File: config.mk
export PLATFORM = sky130hd
export DESIGN_NAME = quadrature_reel_length_counter_core
export DESIGN_NICKNAME = d
export VERILOG_FILES = /design/src/hdl/qrlc_pkg.sv /design/src/hdl/quadrature_reel_length_counter_core.sv /design/src/hdl/qrlc_decode.sv /design/src/hdl/qrlc_length.sv
export SDC_FILE = /design/constraint.sdc
export NUM_CORES = 1
export LEC_CHECK = 0
export BUFFER_PORTS_ARGS = -buffer_cell sky130_fd_sc_hd__clkbuf_2
export CAP_MARGIN = 20
export CORE_MARGIN = 3
export CORE_UTILIZATION = 50
export CTS_CLUSTER_DIAMETER = 100
export DETAILED_ROUTE_END_ITERATION = 12
export PLACE_DENSITY = 0.67
export SYNTH_ARGS = -nofsm -noshare
export SYNTH_HDL_FRONTEND = slang
export SYNTH_HIERARCHICAL = 1
export SYNTH_SLANG_ARGS = --single-unit
File: constraint.sdc
create_clock -name clk_i -period 7.8 [get_ports clk_i]
set_clock_uncertainty 0.2 [all_clocks]
set_input_delay 1.56 -clock clk_i [delete_from_list [all_inputs] [get_ports clk_i]]
set_output_delay 1.56 -clock clk_i [all_outputs]
set_load 0.1 [all_outputs]
File: src/hdl/qrlc_pkg.sv
// ============================================================================
// qrlc_pkg: shared types and constants of the reel length counter
// Field widths, register indexes, reset values and the pair decoding helper.
// ============================================================================
package qrlc_pkg;

  // Whole-rotation counter width; rotations saturate in its signed range
  localparam int ROT_W = 16;

  localparam int CPR_W   = 10;
  localparam int LPR_W   = 24;
  localparam int EDGE_W  = 11;
  localparam int LEN_W   = 23;
  localparam int ROT_OUT_W = 16;
  localparam int FRAC_W  = 16;

  localparam int CFG_IDX_W  = 8;
  localparam int CFG_DATA_W = 24;

  localparam int IN_DATA_W  = 8;
  localparam int OUT_DATA_W = 56;

  // Register indexes of the configuration channel
  localparam logic [CFG_IDX_W-1:0] CFG_CPR = 8'd0;
  localparam logic [CFG_IDX_W-1:0] CFG_LPR = 8'd1;

  localparam logic [CPR_W-1:0] CPR_RESET = 10'd204;
  localparam logic [LPR_W-1:0] LPR_RESET = 24'd63193;

  localparam logic signed [ROT_W-1:0] ROT_RESET = ROT_W'(2);
  localparam logic signed [ROT_W-1:0] ROT_MAX   = {1'b0, {(ROT_W-1){1'b1}}};
  localparam logic signed [ROT_W-1:0] ROT_MIN   = {1'b1, {(ROT_W-1){1'b0}}};

  localparam logic [LEN_W-1:0] LEN_MAX = {LEN_W{1'b1}};

  // Pair codes, (A << 1) | B
  localparam logic [1:0] PAIR_00 = 2'b00;
  localparam logic [1:0] PAIR_01 = 2'b01;
  localparam logic [1:0] PAIR_10 = 2'b10;
  localparam logic [1:0] PAIR_11 = 2'b11;

  // Step result handed from the decoder to the length stage
  typedef struct packed {
    logic                     moved;
    logic                     reverse;
    logic signed [EDGE_W-1:0] edge_count;
    logic signed [ROT_W-1:0]  rotations;
  } step_t;

  // Reverse successor of a pair: 11->10, 10->00, 00->01, 01->11
  function automatic logic [1:0] reverse_next(input logic [1:0] pair);
    logic [1:0] nxt;
    unique case (pair)
      PAIR_11: nxt = PAIR_10;
      PAIR_10: nxt = PAIR_00;
      PAIR_00: nxt = PAIR_01;
      default: nxt = PAIR_11;
    endcase
    return nxt;
  endfunction

endpackage

File: src/hdl/quadrature_reel_length_counter_core.sv
// ============================================================================
// quadrature_reel_length_counter_core: quadrature reel line length counter
// Decodes encoder samples into edges and rotations and reports line length.
// ============================================================================
// Usage:
//   s_axis carries one encoder sample per transaction (tdata bit 0 = A,
//   bit 1 = B). m_axis returns one result transaction per sample, in order.
//   The cfg channel writes counts_per_rotation (index 0) and
//   length_per_rotation (index 1, Q8.16); other indexes are ignored. It is
//   always ready and should be written only while no sample is in flight.
// Timing:
//   Two register stages: the decoder state register, then the length
//   register after the 15 x 24 multiplier. m_axis_tvalid rises once its
//   sample has passed both registers; one sample is taken every cycle
//   while the output does not stall.
// Reset:
//   Previous pair low, edge count 0, rotations 2, direction forward, both
//   registers at their defaults; the pipeline is empty.
// Stall:
//   While m_axis_tready is low the output holds; one more sample may enter
//   the decoder stage, then s_axis_tready drops until the output drains.
// ============================================================================
module quadrature_reel_length_counter_core (
  input  logic                                 clk_i,
  input  logic                                 rst_ni,
  input  logic                                 cfg_valid_i,
  output logic                                 cfg_ready_o,
  input  logic [qrlc_pkg::CFG_IDX_W-1:0]       cfg_index_i,
  input  logic [qrlc_pkg::CFG_DATA_W-1:0]      cfg_data_i,
  input  logic                                 s_axis_tvalid,
  output logic                                 s_axis_tready,
  // tdata: [0] chan_a, [1] chan_b, [7:2] zero
  input  logic [qrlc_pkg::IN_DATA_W-1:0]       s_axis_tdata,
  output logic                                 m_axis_tvalid,
  input  logic                                 m_axis_tready,
  // tdata: [0] moved, [1] reverse, [12:2] edge_count, [28:13] rotation_total,
  //        [51:29] line_length, [55:52] zero
  output logic [qrlc_pkg::OUT_DATA_W-1:0]      m_axis_tdata
);

  logic [qrlc_pkg::CPR_W-1:0]  cpr_q;
  logic [qrlc_pkg::LPR_W-1:0]  lpr_q;
  logic                        s1_valid_q;
  logic                        s2_ready;
  logic                        in_fire;
  qrlc_pkg::step_t             s1_step, out_step;
  logic [qrlc_pkg::LEN_W-1:0]  out_len;
  logic [qrlc_pkg::ROT_OUT_W-1:0] out_rot;

  assign cfg_ready_o = 1'b1;

  // Configuration registers
  always_ff @(posedge clk_i or negedge rst_ni) begin
    if (!rst_ni) begin
      cpr_q <= qrlc_pkg::CPR_RESET;
      lpr_q <= qrlc_pkg::LPR_RESET;
    end else if (cfg_valid_i) begin
      unique case (cfg_index_i)
        qrlc_pkg::CFG_CPR: cpr_q <= cfg_data_i[qrlc_pkg::CPR_W-1:0];
        qrlc_pkg::CFG_LPR: lpr_q <= cfg_data_i[qrlc_pkg::LPR_W-1:0];
        default: ;
      endcase
    end
  end

  // Stage one accepts when empty or when its content moves on
  assign s_axis_tready = !s1_valid_q || s2_ready;
  assign in_fire       = s_axis_tvalid && s_axis_tready;

  always_ff @(posedge clk_i or negedge rst_ni) begin
    if (!rst_ni) begin
      s1_valid_q <= 1'b0;
    end else if (s_axis_tready) begin
      s1_valid_q <= s_axis_tvalid;
    end
  end

  qrlc_decode u_decode (
    .clk_i     (clk_i),
    .rst_ni    (rst_ni),
    .step_en_i (in_fire),
    .chan_a_i  (s_axis_tdata[0]),
    .chan_b_i  (s_axis_tdata[1]),
    .cpr_i     (cpr_q),
    .step_o    (s1_step)
  );

  qrlc_length u_length (
    .clk_i   (clk_i),
    .rst_ni  (rst_ni),
    .valid_i (s1_valid_q),
    .ready_o (s2_ready),
    .step_i  (s1_step),
    .lpr_i   (lpr_q),
    .valid_o (m_axis_tvalid),
    .ready_i (m_axis_tready),
    .step_o  (out_step),
    .len_o   (out_len)
  );

  // Pack the result fields
  assign out_rot      = qrlc_pkg::ROT_OUT_W'(out_step.rotations);
  assign m_axis_tdata = {4'b0000, out_len, out_rot, out_step.edge_count,
                         out_step.reverse, out_step.moved};

  // An empty decoder stage never refuses a sample
  a_empty_ready: assert property (@(posedge clk_i) disable iff (!rst_ni)
    !s1_valid_q |-> s_axis_tready)
    else $error("input refused while pipeline stage empty");

  // Line length is zero for rotations below one
  a_len_zero: assert property (@(posedge clk_i) disable iff (!rst_ni)
    m_axis_tvalid && (out_step.rotations[qrlc_pkg::ROT_W-1] ||
                      out_step.rotations == '0) |-> (out_len == '0))
    else $error("nonzero length with rotations below one");

  // A stalled stage one keeps its content until it moves on
  a_s1_hold: assert property (@(posedge clk_i) disable iff (!rst_ni)
    s1_valid_q && !s2_ready |=> s1_valid_q && $stable(s1_step))
    else $error("stage one content lost during stall");

endmodule

File: src/hdl/qrlc_decode.sv
// ============================================================================
// qrlc_decode: quadrature step decoder and rotation tracker
// Holds the previous pair, edge count, rotations and direction; these
// registers also form the first pipeline stage seen by the length stage.
// ============================================================================
module qrlc_decode (
  input  logic                        clk_i,
  input  logic                        rst_ni,
  input  logic                        step_en_i,
  input  logic                        chan_a_i,
  input  logic                        chan_b_i,
  input  logic [qrlc_pkg::CPR_W-1:0]  cpr_i,
  output qrlc_pkg::step_t             step_o
);

  localparam int EXT_W = qrlc_pkg::EDGE_W + 1;

  logic [1:0]                              pair;
  logic [1:0]                              prev_q, prev_d;
  logic signed [qrlc_pkg::EDGE_W-1:0]      edge_q, edge_d;
  logic signed [qrlc_pkg::ROT_W-1:0]       rot_q, rot_d;
  logic                                    dir_q, dir_d;
  logic                                    moved_q, moved_d;
  logic signed [EXT_W-1:0]                 edge_ext, edge_inc, edge_dec;
  logic signed [EXT_W-1:0]                 cpr_pos, cpr_neg;

  assign pair     = {chan_a_i, chan_b_i};
  assign edge_ext = EXT_W'(edge_q);
  assign edge_inc = edge_ext + EXT_W'(1);
  assign edge_dec = edge_ext - EXT_W'(1);
  assign cpr_pos  = signed'(EXT_W'(cpr_i));
  assign cpr_neg  = -cpr_pos;

  // Step the count on a change, wrap into rotations at the threshold
  always_comb begin
    prev_d  = pair;
    edge_d  = edge_q;
    rot_d   = rot_q;
    dir_d   = dir_q;
    moved_d = (pair != prev_q);
    if (moved_d) begin
      if (pair == qrlc_pkg::reverse_next(prev_q)) begin
        dir_d = 1'b1;
        if (edge_dec <= cpr_neg) begin
          edge_d = '0;
          if (rot_q != qrlc_pkg::ROT_MIN) rot_d = rot_q - qrlc_pkg::ROT_W'(1);
        end else begin
          edge_d = edge_dec[qrlc_pkg::EDGE_W-1:0];
        end
      end else begin
        dir_d = 1'b0;
        if (edge_inc >= cpr_pos) begin
          edge_d = '0;
          if (rot_q != qrlc_pkg::ROT_MAX) rot_d = rot_q + qrlc_pkg::ROT_W'(1);
        end else begin
          edge_d = edge_inc[qrlc_pkg::EDGE_W-1:0];
        end
      end
    end
  end

  // Advance the state on each accepted sample
  always_ff @(posedge clk_i or negedge rst_ni) begin
    if (!rst_ni) begin
      prev_q  <= qrlc_pkg::PAIR_00;
      edge_q  <= '0;
      rot_q   <= qrlc_pkg::ROT_RESET;
      dir_q   <= 1'b0;
      moved_q <= 1'b0;
    end else if (step_en_i) begin
      prev_q  <= prev_d;
      edge_q  <= edge_d;
      rot_q   <= rot_d;
      dir_q   <= dir_d;
      moved_q <= moved_d;
    end
  end

  assign step_o.moved      = moved_q;
  assign step_o.reverse    = dir_q;
  assign step_o.edge_count = edge_q;
  assign step_o.rotations  = rot_q;

  // A sample equal to the previous pair leaves count and rotations alone
  a_still_holds: assert property (@(posedge clk_i) disable iff (!rst_ni)
    step_en_i && (pair == prev_q) |=> $stable(edge_q) && $stable(rot_q) && !moved_q)
    else $error("count changed without movement");

  // A rotation step always clears the edge count
  a_wrap_clears: assert property (@(posedge clk_i) disable iff (!rst_ni)
    step_en_i && (rot_d != rot_q) |=> (edge_q == '0))
    else $error("rotation stepped without clearing edge count");

endmodule

File: src/hdl/qrlc_length.sv
// ============================================================================
// qrlc_length: line length stage and output register
// Multiplies rotations by length per rotation, drops the fraction, saturates
// and holds the finished result until the downstream side takes it.
// ============================================================================
module qrlc_length (
  input  logic                        clk_i,
  input  logic                        rst_ni,
  input  logic                        valid_i,
  output logic                        ready_o,
  input  qrlc_pkg::step_t             step_i,
  input  logic [qrlc_pkg::LPR_W-1:0]  lpr_i,
  output logic                        valid_o,
  input  logic                        ready_i,
  output qrlc_pkg::step_t             step_o,
  output logic [qrlc_pkg::LEN_W-1:0]  len_o
);

  localparam int MAG_W  = qrlc_pkg::ROT_W - 1;
  localparam int PROD_W = MAG_W + qrlc_pkg::LPR_W;
  localparam int SHR_W  = PROD_W - qrlc_pkg::FRAC_W;

  logic                            valid_q;
  qrlc_pkg::step_t                 step_q;
  logic [qrlc_pkg::LEN_W-1:0]      len_q, len_d;
  logic [MAG_W-1:0]                mag;
  logic [PROD_W-1:0]               prod;
  logic [SHR_W-1:0]                whole;
  logic                            positive;

  // Length is zero unless at least one whole rotation
  assign positive = !step_i.rotations[qrlc_pkg::ROT_W-1] && (step_i.rotations != '0);
  assign mag      = step_i.rotations[MAG_W-1:0];
  assign prod     = PROD_W'(mag) * PROD_W'(lpr_i);
  assign whole    = prod[PROD_W-1:qrlc_pkg::FRAC_W];

  always_comb begin
    if (!positive) begin
      len_d = '0;
    end else if (whole > SHR_W'(qrlc_pkg::LEN_MAX)) begin
      len_d = qrlc_pkg::LEN_MAX;
    end else begin
      len_d = qrlc_pkg::LEN_W'(whole);
    end
  end

  assign ready_o = !valid_q || ready_i;

  // Load a new result whenever the output slot is free or being emptied
  always_ff @(posedge clk_i or negedge rst_ni) begin
    if (!rst_ni) begin
      valid_q <= 1'b0;
    end else if (ready_o) begin
      valid_q <= valid_i;
    end
  end

  always_ff @(posedge clk_i) begin
    if (ready_o && valid_i) begin
      step_q <= step_i;
      len_q  <= len_d;
    end
  end

  assign valid_o = valid_q;
  assign step_o  = step_q;
  assign len_o   = len_q;

endmodule

==> results of run 1 <==
metal layers:
| metal | routed length [µm] | GRT usage, % |
|---|---|---|
| met1 | 19400 | 32.1 |
| met2 | 21600 | 40.8 |
| met3 | 2060 | 3.59 |
| met4 | 1030 | 7.45 |
| met5 | 0 | 0 |
registers in the layout, summed over array words and instances, names as in the netlist:
name / cells
u_decode/dir_q: 1
s1_valid_q: 1
lpr_q: 24
u_decode/moved_q: 1
u_length/len_o: 23
cpr_q: 10
u_decode/prev_q: 2
u_decode/edge_q: 11
u_length/valid_o: 1
u_decode/rot_q: 16
u_length/step_o: 29
through the flow:
stage	worst slack, ps	cell area (µm²)	utilization [%]
after floorplan	988	17900	-
after global placement	444	18900	54.1
after detailed placement	381	18900	54.1
after CTS	341	19500	55.9
after global routing	47.6	19500	55.9
final	379	19500	55.9
worst max-delay path, cell delays in order (launching register included):
cell,delay (ps)
dfrtp_1,850
nand2_1,200
fa_1,480
fa_1,550
inv_1,50
fa_1,560
fa_1,440
fa_1,540
inv_1,50
fa_1,530
inv_1,40
ha_1,340
a21oi_1,210
o21ai_0,200
a221oi_2,370
o32ai_4,230
a41oi_2,300
o221ai_2,200
a221oi_2,340
o21ai_1,150
mux2_1,320
power groups by stage:
stage          Combinational, W  Clock (W)  Sequential, W
6_report                0.00309   0.000875        0.00112
3_3_place_gp            0.00298          0        0.00113
5_1_grt                 0.00341   0.000910        0.00115
2_1_floorplan           0.00196          0        0.00139
3_5_place_dp            0.00304          0        0.00113
4_1_cts                 0.00307   0.000890        0.00112
cells by family (layout without fill, tap and decap cells):
logic type	Yosys count	after routing	share of synthesized area, %
xor gates and xnor gates	64	64	3.13
and+or+nand+nor	585	585	16.7
AOI/OAI and AO/OA	181	181	6.87
muxes	56	56	4.08
buffers and inverters	427	513	9.57
DFF	119	119	18.2
other	2	5	0.0420
adders and majority gates	422	422	41.4
area by class of cell:
cell class              instances  area, µm²
fillers                      3096      15400
clock buffers                  17        425
well taps                     455        569
repair buffers                138        821
inverters                     343       1290
flip-flops and latches        119       3260
clock inverters                15        201
multi-input cells            1313      12900
synth_stat cells (all sizes together), types with 9 or more instances:
master,count
o211ai,12
edfxtp,52
nand4,22
inv,343
clkbuf,65
nor2,58
mux2,52
nand3,13
and2,188
a21o,14
xor2,24
dfstp,16
nand2,226
nor3,18
dfrtp,51
o31ai,9
ha,138
nand2b,12
fa,284
o21ai,35
buf,19
a21oi,53
nor4,17
xnor2,40
path summary, 6_finish.rpt:
check,from,to
setup / recovery,u_decode/rot_q[7],u_length/len_o[22]
hold / removal,u_decode/moved_q,u_length/step_o[28]
setup reg to reg,u_decode/rot_q[7],u_length/len_o[22]
hold reg to reg,u_decode/moved_q,u_length/step_o[28]
max in group asynchronous,rst_ni,u_length/valid_o
min in group asynchronous,rst_ni,u_decode/rot_q[8]
==> run_results.csv, run 1 <==
group,metric,value,unit
timing,tightestPinTransition,983,ps
synthesis,syn_area_per_cell,9.64,µm²
timing,final_max_slew_viol_count,0,
worst_setup_path,endpoint_kind,"flop",
synthesis,syn_area,0.0179,mm²
synthesis,synth_edf_count,52,
power,pwr-share-comb,60.7,%
clock_tree,clock_latency,440,ps
grt,grt_pass1_wl,73.2,mm
timing,setup_tns,0,ps
timing,hold_ws,253,ps
grt,grt-ovfl-total,0,
timing,fin_crit_sh,95.1,%
power,internal_power,0.00245,W
clock_tree,root_buffer,"clkbuf_16",
detailed_routing,routedWlPerCell,18.4,µm
layout,drive_gt1_share,13.2,%
detailed_routing,ant_nets,0,
synthesis,synth_seq_cells,119,
synthesis,seq_area_frac_synth,18.2,%
grt,grt_max_degree,68,
worst_setup_path,cp-start-kind,"flop",
clock_tree,postCtsSetupBuffers,0,
detailed_routing,via_count,13104,
clock_tree,numClockSinks,119,
die,num_rows,68,
worst_setup_path,worstSetupPathType,"reg -> reg",
power,leakagePower,9.52,nW
power,p_clk_share,17.2,%
timing,setup_viol,0,
hold_path,worstHoldPathCells,0,
worst_setup_path,crit_arrival,7410,ps
synthesis,async_reset_ff_share,56.3,%
synthesis,yosys.area.top_type_share,31.8,%
layout,mostFrequentLayoutCells,"inv_1 (342), fa_1 (284), nand2_1 (226)",
worst_setup_path,reg2reg_slack,380,ps
layout,antennaDiodeCount,0,
placement,dp.cells,2368,
power,pwr-share-seq,22.1,%
power,pwr_density_cell,261,mW/mm²
die,die_w,195,µm
die,dieHeight,195,µm
detailed_routing,drt_iter0_drc,729,
timing,fmax,135,MHz
clock_tree,path_clk_slew,60,ps
run_status,status,"finished clean",
synthesis,ys_types,83,
worst_setup_path,ff2ff_path_depth,20,
flow_run,max_cap_viol_count,0,
power,p_sw,0.00264,W
timing,hold_violations,0,
die,initial_core_util,51.3,%
timing,rsz0062_at_grt,"no",
grt,antenna_found_initial,0,
synthesis,yosys.area.top_type,"fa_1",
synthesis,synth_ff_type,"edfxtp_1",
power,swShare,51.8,%
detailed_routing,dr.pass1.iters,5,
placement,place.gp.congestion,0.897,
detailed_routing,viasPerCell,5.46,
clock_tree,cts.repair.resized,0,
placement,portBuffers,92,
worst_setup_path,cp.required,7790,ps
grt,gr-usage-all-layers,24.0,%
worst_setup_path,crit_fanout,18,
die,die_area,0.0381,mm²
power,total_power,0.00509,W
layout,fin_nets,2399,
die,core,0.0349,mm²
timing,slew_headroom,34.4,%
synthesis,synth_area_leaders,"fa_1 (32%), ha_1 (9.6%), edfxtp_1 (8.7%), inv_1 (7.2%), dfrtp_1 (7.1%)",
layout,final_cell_count_no_fill,2400,
clock_tree,cts_buffers,17,
clock_tree,clock_tree.buffer_depth,2,
grt,grt_pass1_vias,14256,
timing,fin_crit,7420,ps
clock_tree,cts-hold-fix-buffers,0,
power,vdd_ir_drop_max,0.000263,V
detailed_routing,drcViolationCount,0,
layout,layout_commonest_cell,"inv_1",
hold_path,hp-class,"reg -> reg",
placement,place_hpwl,34.0,mm
clock_tree,cts_tree,"built",
layout,area_delta_synth_final,9.04,%
synthesis,synth_cells,1856,
die,io-pin-count,104,
clock_tree,cts_htree_levels,4,
detailed_routing,totalWireLength,44.1,mm
synthesis,synth_warnings,6,
Power figures use the tool's default switching activity.
==> inputs of run 2 (changes only) <==
Settings changed: ABC_AREA set to 1.
==> run 2 against run 1 <==
Compared with the run above: core utilization fell by 1.5 points; area after synthesis grew 4.1%; global-route usage rose by 0.61 points; critical endpoint is now u_length/len_o[20]; largest cell class unchanged.
==> run_results.csv, run 2 <==
group,metric,value,unit
timing,setup_viol,0,
worst_setup_path,cp_common_cell,"fa_1",
clock_tree,cts_htree_levels,4,
synthesis,synth_seq_cells,119,
grt,gr-usage-all-layers,24.7,%
layout,drive_gt1_share,7.53,%
worst_setup_path,cp-start-kind,"flop",
run_status,status,"finished clean",
timing,fmax,150,MHz
worst_setup_path,cp.required,7800,ps
layout,fin_area,0.0200,mm²
synthesis,async_reset_ff_share,56.3,%
worst_setup_path,worstSetupPathType,"reg -> reg",
timing,setup_tns,0,ps
detailed_routing,dr.pass1.iters,5,
placement,place_hpwl,36.3,mm
hold_path,hp-class,"reg -> reg",
grt,grt_pass1_vias,16232,
clock_tree,cts-hold-fix-buffers,0,
clock_tree,root_buffer,"clkbuf_16",
placement,place.gp.congestion,0.879,
worst_setup_path,slowest_delay,1030,ps
die,initial_core_util,50.7,%
detailed_routing,drcViolationCount,0,
worst_setup_path,crit_fanout,25,
worst_setup_path,endpoint_kind,"flop",
grt,grt_max_degree,68,
layout,fin_nets,2936,
timing,hold_ws,263,ps
detailed_routing,viasPerCell,5.11,
layout,antennaDiodeCount,0,
clock_tree,cts_buffers,17,
power,pwr_density_cell,235,mW/mm²
layout,area_delta_synth_final,7.29,%
clock_tree,cts.repair.resized,0,
synthesis,yosys.area.top_type,"fa_1",
layout,fill_cells,3488,
timing,slew_headroom,23.0,%
grt,grt_pass1_wl,78.0,mm
layout,mostFrequentLayoutCells,"nand2_1 (732), inv_1 (605), fa_1 (284)",
layout,largest_reg_flops,29,
power,leakagePower,11.5,nW
synthesis,synth_cells,2425,
detailed_routing,ant_nets,0,
clock_tree,postCtsSetupBuffers,0,
timing,fin_crit_sh,85.7,%
power,total_power,0.00470,W
worst_setup_path,path_buf_inv,3,
clock_tree,clock_latency,450,ps
detailed_routing,routedWlPerCell,15.4,µm
detailed_routing,via_count,15081,
detailed_routing,totalWireLength,45.3,mm
timing,rsz0062_at_grt,"no",
flow_run,max_cap_viol_count,0,
die,die_area,0.0396,mm²
worst_setup_path,path_cells,"nand2_1 -> fa_1 -> fa_1 -> inv_1 -> fa_1 -> fa_1 -> fa_1 -> inv_1 -> fa_1 -> inv_1 -> ha_1 -> a21oi_1 -> a21boi_0 -> o21ai_0 -> a21oi_1 -> nand2_1 -> nand2_1 -> nand3_1 -> nand2_1 -> nor2_1",
die,num_rows,70,
synthesis,yosys.area.top_type_share,30.5,%
synthesis,synth_warnings,6,
die,io-pin-count,104,
clock_tree,path_clk_slew,60,ps
synthesis,seq_area_frac_synth,17.5,%
synthesis,ys_types,44,
detailed_routing,drt_iter0_drc,882,
worst_setup_path,cp_slowest_cell,"dfrtp_1",
timing,tightestPinTransition,1150,ps
clock_tree,numClockSinks,119,
power,vdd_ir_drop_max,0.000179,V
timing,final_max_slew_viol_count,0,
timing,fin_crit,6680,ps
clock_tree,clock_tree.buffer_depth,2,
synthesis,synth_edf_count,52,
placement,dpl_cell_area,0.0194,mm²
grt,antenna_found_initial,0,
layout,layout_commonest_cell,"nand2_1",
synthesis,synth_ff_type,"edfxtp_1",
synthesis,synth_area_leaders,"fa_1 (31%), nand2_1 (15%), inv_1 (12%), ha_1 (9.3%), edfxtp_1 (8.4%)",
clock_tree,cts_tree,"built",
synthesis,syn_area_per_cell,7.68,µm²
worst_setup_path,crit_arrival,6680,ps
placement,portBuffers,92,
die,dieHeight,199,µm
die,core,0.0367,mm²
synthesis,synthMostInstantiatedCell,"nand2_1",
synthesis,synthTopCellsByCount,"nand2_1 (732), inv_1 (605), fa_1 (284), ha_1 (138), nor2_1 (104)",
die,die_w,199,µm
worst_setup_path,crit_family,"adder cells",
synthesis,syn_area,0.0186,mm²
timing,hold_violations,0,
grt,grt-ovfl-total,0,
layout,final_util,54.4,%
## run 2: cell type report
cell class / instances / area, µm² / area share [%]
multi-input cells: 1615 / 12700 / 63.7
flip-flops and latches: 119 / 3260 / 16.3
inverters: 607 / 2280 / 11.4
repair buffers: 109 / 588 / 2.94
well taps: 468 / 586 / 2.93
clock buffers: 17 / 425 / 2.13
clock inverters: 15 / 121 / 0.607
## run 2: final timing paths
path	startpoint	cells after the start	slack, ps	to
worst min register to register	u_decode/dir_q	0	260	u_length/step_o[27]
max in group asynchronous	rst_ni	2	5720	u_decode/rot_q[7]
worst max-delay path	u_decode/rot_q[6]	20	1120	u_length/len_o[20]
worst min-delay path	u_decode/dir_q	0	260	u_length/step_o[27]
min in group asynchronous	rst_ni	2	1090	u_decode/moved_q
worst max register to register	u_decode/rot_q[6]	20	1120	u_length/len_o[20]
## run 2: cells by family after synthesis
logic type / after synthesis / synth area share, %
buf+inv: 694 / 14.3
fa+ha+maj: 422 / 39.8
other cells: 2 / 0.0403
compound gates: 165 / 4.90
flops: 119 / 17.5
mux: 2 / 0.121
xor+xnor: 43 / 2.02
simple gates: 978 / 21.3
## run 2: metal layers
| layer | GRT usage [%] | vias to the layer above | part of all wire, % |
|---|---|---|---|
| met1 | 32.1 | 7445 | 44 |
| li1 | - | 7232 | - |
| met5 | 0 | - | 0 |
| met4 | 6.66 | 0 | 1.9 |
| met3 | 3.00 | 50 | 4.4 |
| met2 | 43.7 | 354 | 50 |
## run 2: where the power goes
part | switching, W | internal [W]
clock | 0.000339 | 0.000412
combinational | 0.00200 | 0.000832
sequential | 0.000303 | 0.000823
## run 2: metrics by stage
stage	instances	worst slack (ps)
after floorplan	2428	1910
after global placement	2918	1250
after detailed placement	2918	1190
after CTS	2950	1170
after global routing	2950	680
final	2950	1120
==> inputs of run 3 (changes only) <==
--- a/config.mk
+++ b/config.mk
@@ -7,5 +7,5 @@
 export LEC_CHECK = 0
 export ABC_AREA = 1
-export BUFFER_PORTS_ARGS = -buffer_cell sky130_fd_sc_hd__clkbuf_2
+export BUFFER_PORTS_ARGS = -buffer_cell sky130_fd_sc_hd__buf_2
 export CAP_MARGIN = 20
 export CORE_MARGIN = 3
==> constraint.sdc (replaced) <==
create_clock -name clk_i -period 7.8 [get_ports clk_i]
set_clock_uncertainty 0.2 [all_clocks]
set_input_delay 0.39 -clock clk_i [delete_from_list [all_inputs] [get_ports clk_i]]
set_output_delay 0.39 -clock clk_i [all_outputs]
set_load 0.1 [all_outputs]
==> run 3 against run 2 <==
Compared with the run above: fmax up 2.7%; worst setup slack better by 170 ps; routed wire length up 0.73%; non-clock buffer count up 26; register-to-register slack better by 170 ps; hold slack worse by 230 ps; clock-buffer cell count up 2; combinational power about the same; global-route usage up 0.11 points; critical path type unchanged; highest routed layer unchanged.
==> run_results.csv, run 3 (same netlist as run 2, synthesis figures left out) <==
group,metric,value,unit
run_status,status,"finished clean",
detailed_routing,viasPerCell,5.13,
worst_setup_path,reg2reg_slack,1290,ps
worst_setup_path,cp-start-kind,"flop",
clock_tree,path_clk_slew,60,ps
power,swShare,55.8,%
clock_tree,cts-hold-fix-buffers,26,
layout,final_cell_count_no_fill,2976,
power,p_clk_share,16.0,%
worst_setup_path,endpoint_kind,"flop",
clock_tree,cts.repair.resized,0,
worst_setup_path,worstSetupPathType,"reg -> reg",
worst_setup_path,cp.required,7790,ps
grt,grt_pass1_wl,78.7,mm
timing,hold_ws,35.8,ps
detailed_routing,dr.pass1.iters,6,
power,vdd_ir_drop_max,0.000244,V
clock_tree,root_buffer,"clkbuf_16",
power,p_sw,0.00263,W
grt,gr-usage-all-layers,24.8,%
worst_setup_path,crit_fanout,17,
die,dieHeight,199,µm
power,pwr-share-seq,23.6,%
grt,grt-ovfl-total,0,
timing,final_max_slew_viol_count,0,
clock_tree,postCtsSetupBuffers,0,
power,pwr-share-comb,60.3,%
worst_setup_path,r2r-start,"u_decode/rot_q[0]",
placement,place_hpwl,36.3,mm
power,leakagePower,11.6,nW
placement,portBuffers,92,
die,num_rows,70,
die,die_w,199,µm
clock_tree,cts_htree_levels,4,
die,io-pin-count,104,
detailed_routing,drcViolationCount,0,
timing,fin_crit,6510,ps
grt,antenna_found_initial,0,
hold_path,hp-class,"in -> reg",
clock_tree,clock_latency,440,ps
power,internal_power,0.00208,W
placement,place.gp.congestion,0.860,
clock_tree,clock_tree.buffer_depth,2,
timing,hold_violations,0,
grt,grt_pass1_vias,16219,
detailed_routing,routedWlPerCell,15.3,µm
worst_setup_path,ff2ff_path_depth,21,
worst_setup_path,crit_end,"u_length/len_o[20]",
layout,largest_reg_flops,29,
power,total_power,0.00471,W
clock_tree,cts_buffers,17,
layout,layout_commonest_cell,"nand2_1",
layout,area_delta_synth_final,8.73,%
layout,drive_gt1_share,7.38,%
placement,dp.cells,2917,
hold_path,hp-start,"s_axis_tdata[0]",
flow_run,max_cap_viol_count,0,
layout,antennaDiodeCount,0,
worst_setup_path,crit_arrival,6490,ps
power,pwr_density_cell,233,mW/mm²
layout,fin_nets,2962,
timing,fin_crit_sh,83.4,%
die,initial_core_util,50.7,%
clock_tree,cts_tree,"built",
timing,tightestPinTransition,985,ps
layout,final_util,55.2,%
worst_setup_path,rr_endpoint,"u_length/len_o[20]",
clock_tree,numClockSinks,119,
layout,fill_cells,3425,
detailed_routing,drt_iter0_drc,1045,
detailed_routing,ant_nets,0,
die,core,0.0367,mm²
detailed_routing,totalWireLength,45.6,mm
detailed_routing,via_count,15252,
timing,setup_viol,0,
layout,mostFrequentLayoutCells,"nand2_1 (732), inv_1 (605), fa_1 (284)",
worst_setup_path,startpoint,"u_decode/rot_q[0]",
timing,slew_headroom,34.3,%
timing,setup_tns,0,ps
timing,rsz0062_at_grt,"no",
die,die_area,0.0396,mm²
timing,fmax,154,MHz
grt,grt_max_degree,68,
hold_path,worstHoldPathCells,2,
[run 3: worst min path at each step]
stage                           to  slack, ps
6_report        u_decode/prev_q[1]         40
2_1_floorplan             cpr_q[0]       -110
4_1_cts         u_decode/prev_q[1]         10
3_5_place_dp   u_length/step_o[27]        250
5_1_grt         u_decode/prev_q[0]         30
3_3_place_gp   u_length/step_o[27]        240
[run 3: area by class of cell]
| class | count | area [µm²] | area share, % |
|---|---|---|---|
| clock inverters | 13 | 115 | 0.568 |
| well taps | 468 | 586 | 2.89 |
| clock buffers | 19 | 433 | 2.14 |
| flip-flops and latches | 119 | 3260 | 16.1 |
| inverters | 607 | 2280 | 11.3 |
| repair buffers | 135 | 856 | 4.23 |
| multi-input cells | 1615 | 12700 | 62.8 |
[run 3: power groups by stage]
stage / Combinational, W / Sequential, W / Clock, W
CTS: 0.00283 / 0.00111 / 0.000768
floorplan: 0.00186 / 0.00134 / 0
detailed placement: 0.00280 / 0.00112 / 0
global route: 0.00319 / 0.00113 / 0.000803
finish: 0.00284 / 0.00111 / 0.000754
global placement: 0.00275 / 0.00112 / 0
[run 3: per-stage QoR]
stage	worst slack (ps)	instance area, µm²
floorplan	1910	18600
global placement	1350	19400
detailed placement	1360	19400
CTS	1330	20200
global route	884	20200
finish	1290	20200
[run 3: worst max-delay path, stage by stage (launching register included)]
cell and delay [ps]:
dfrtp_1 860, buf_4 330, nand2_1 70, inv_1 90
fa_1 440, fa_1 430, fa_1 510, fa_1 540
fa_1 560, inv_1 60, fa_1 550, inv_1 60
ha_1 330, a21oi_1 200, a21boi_0 330, o21ai_0 180
a21oi_1 130, nand2_1 100, nand2_1 90, nand3_1 60
nand2_1 60, nor2_1 50
[run 3: metal layers]
metal / routed length, µm / global-route usage (%) / vias up
met3: 2120 / 2.78 / 65
li1: - / - / 7294
met4: 971 / 7.26 / 0
met5: 0 / 0 / -
met1: 19700 / 32.3 / 7512
met2: 22900 / 43.7 / 381
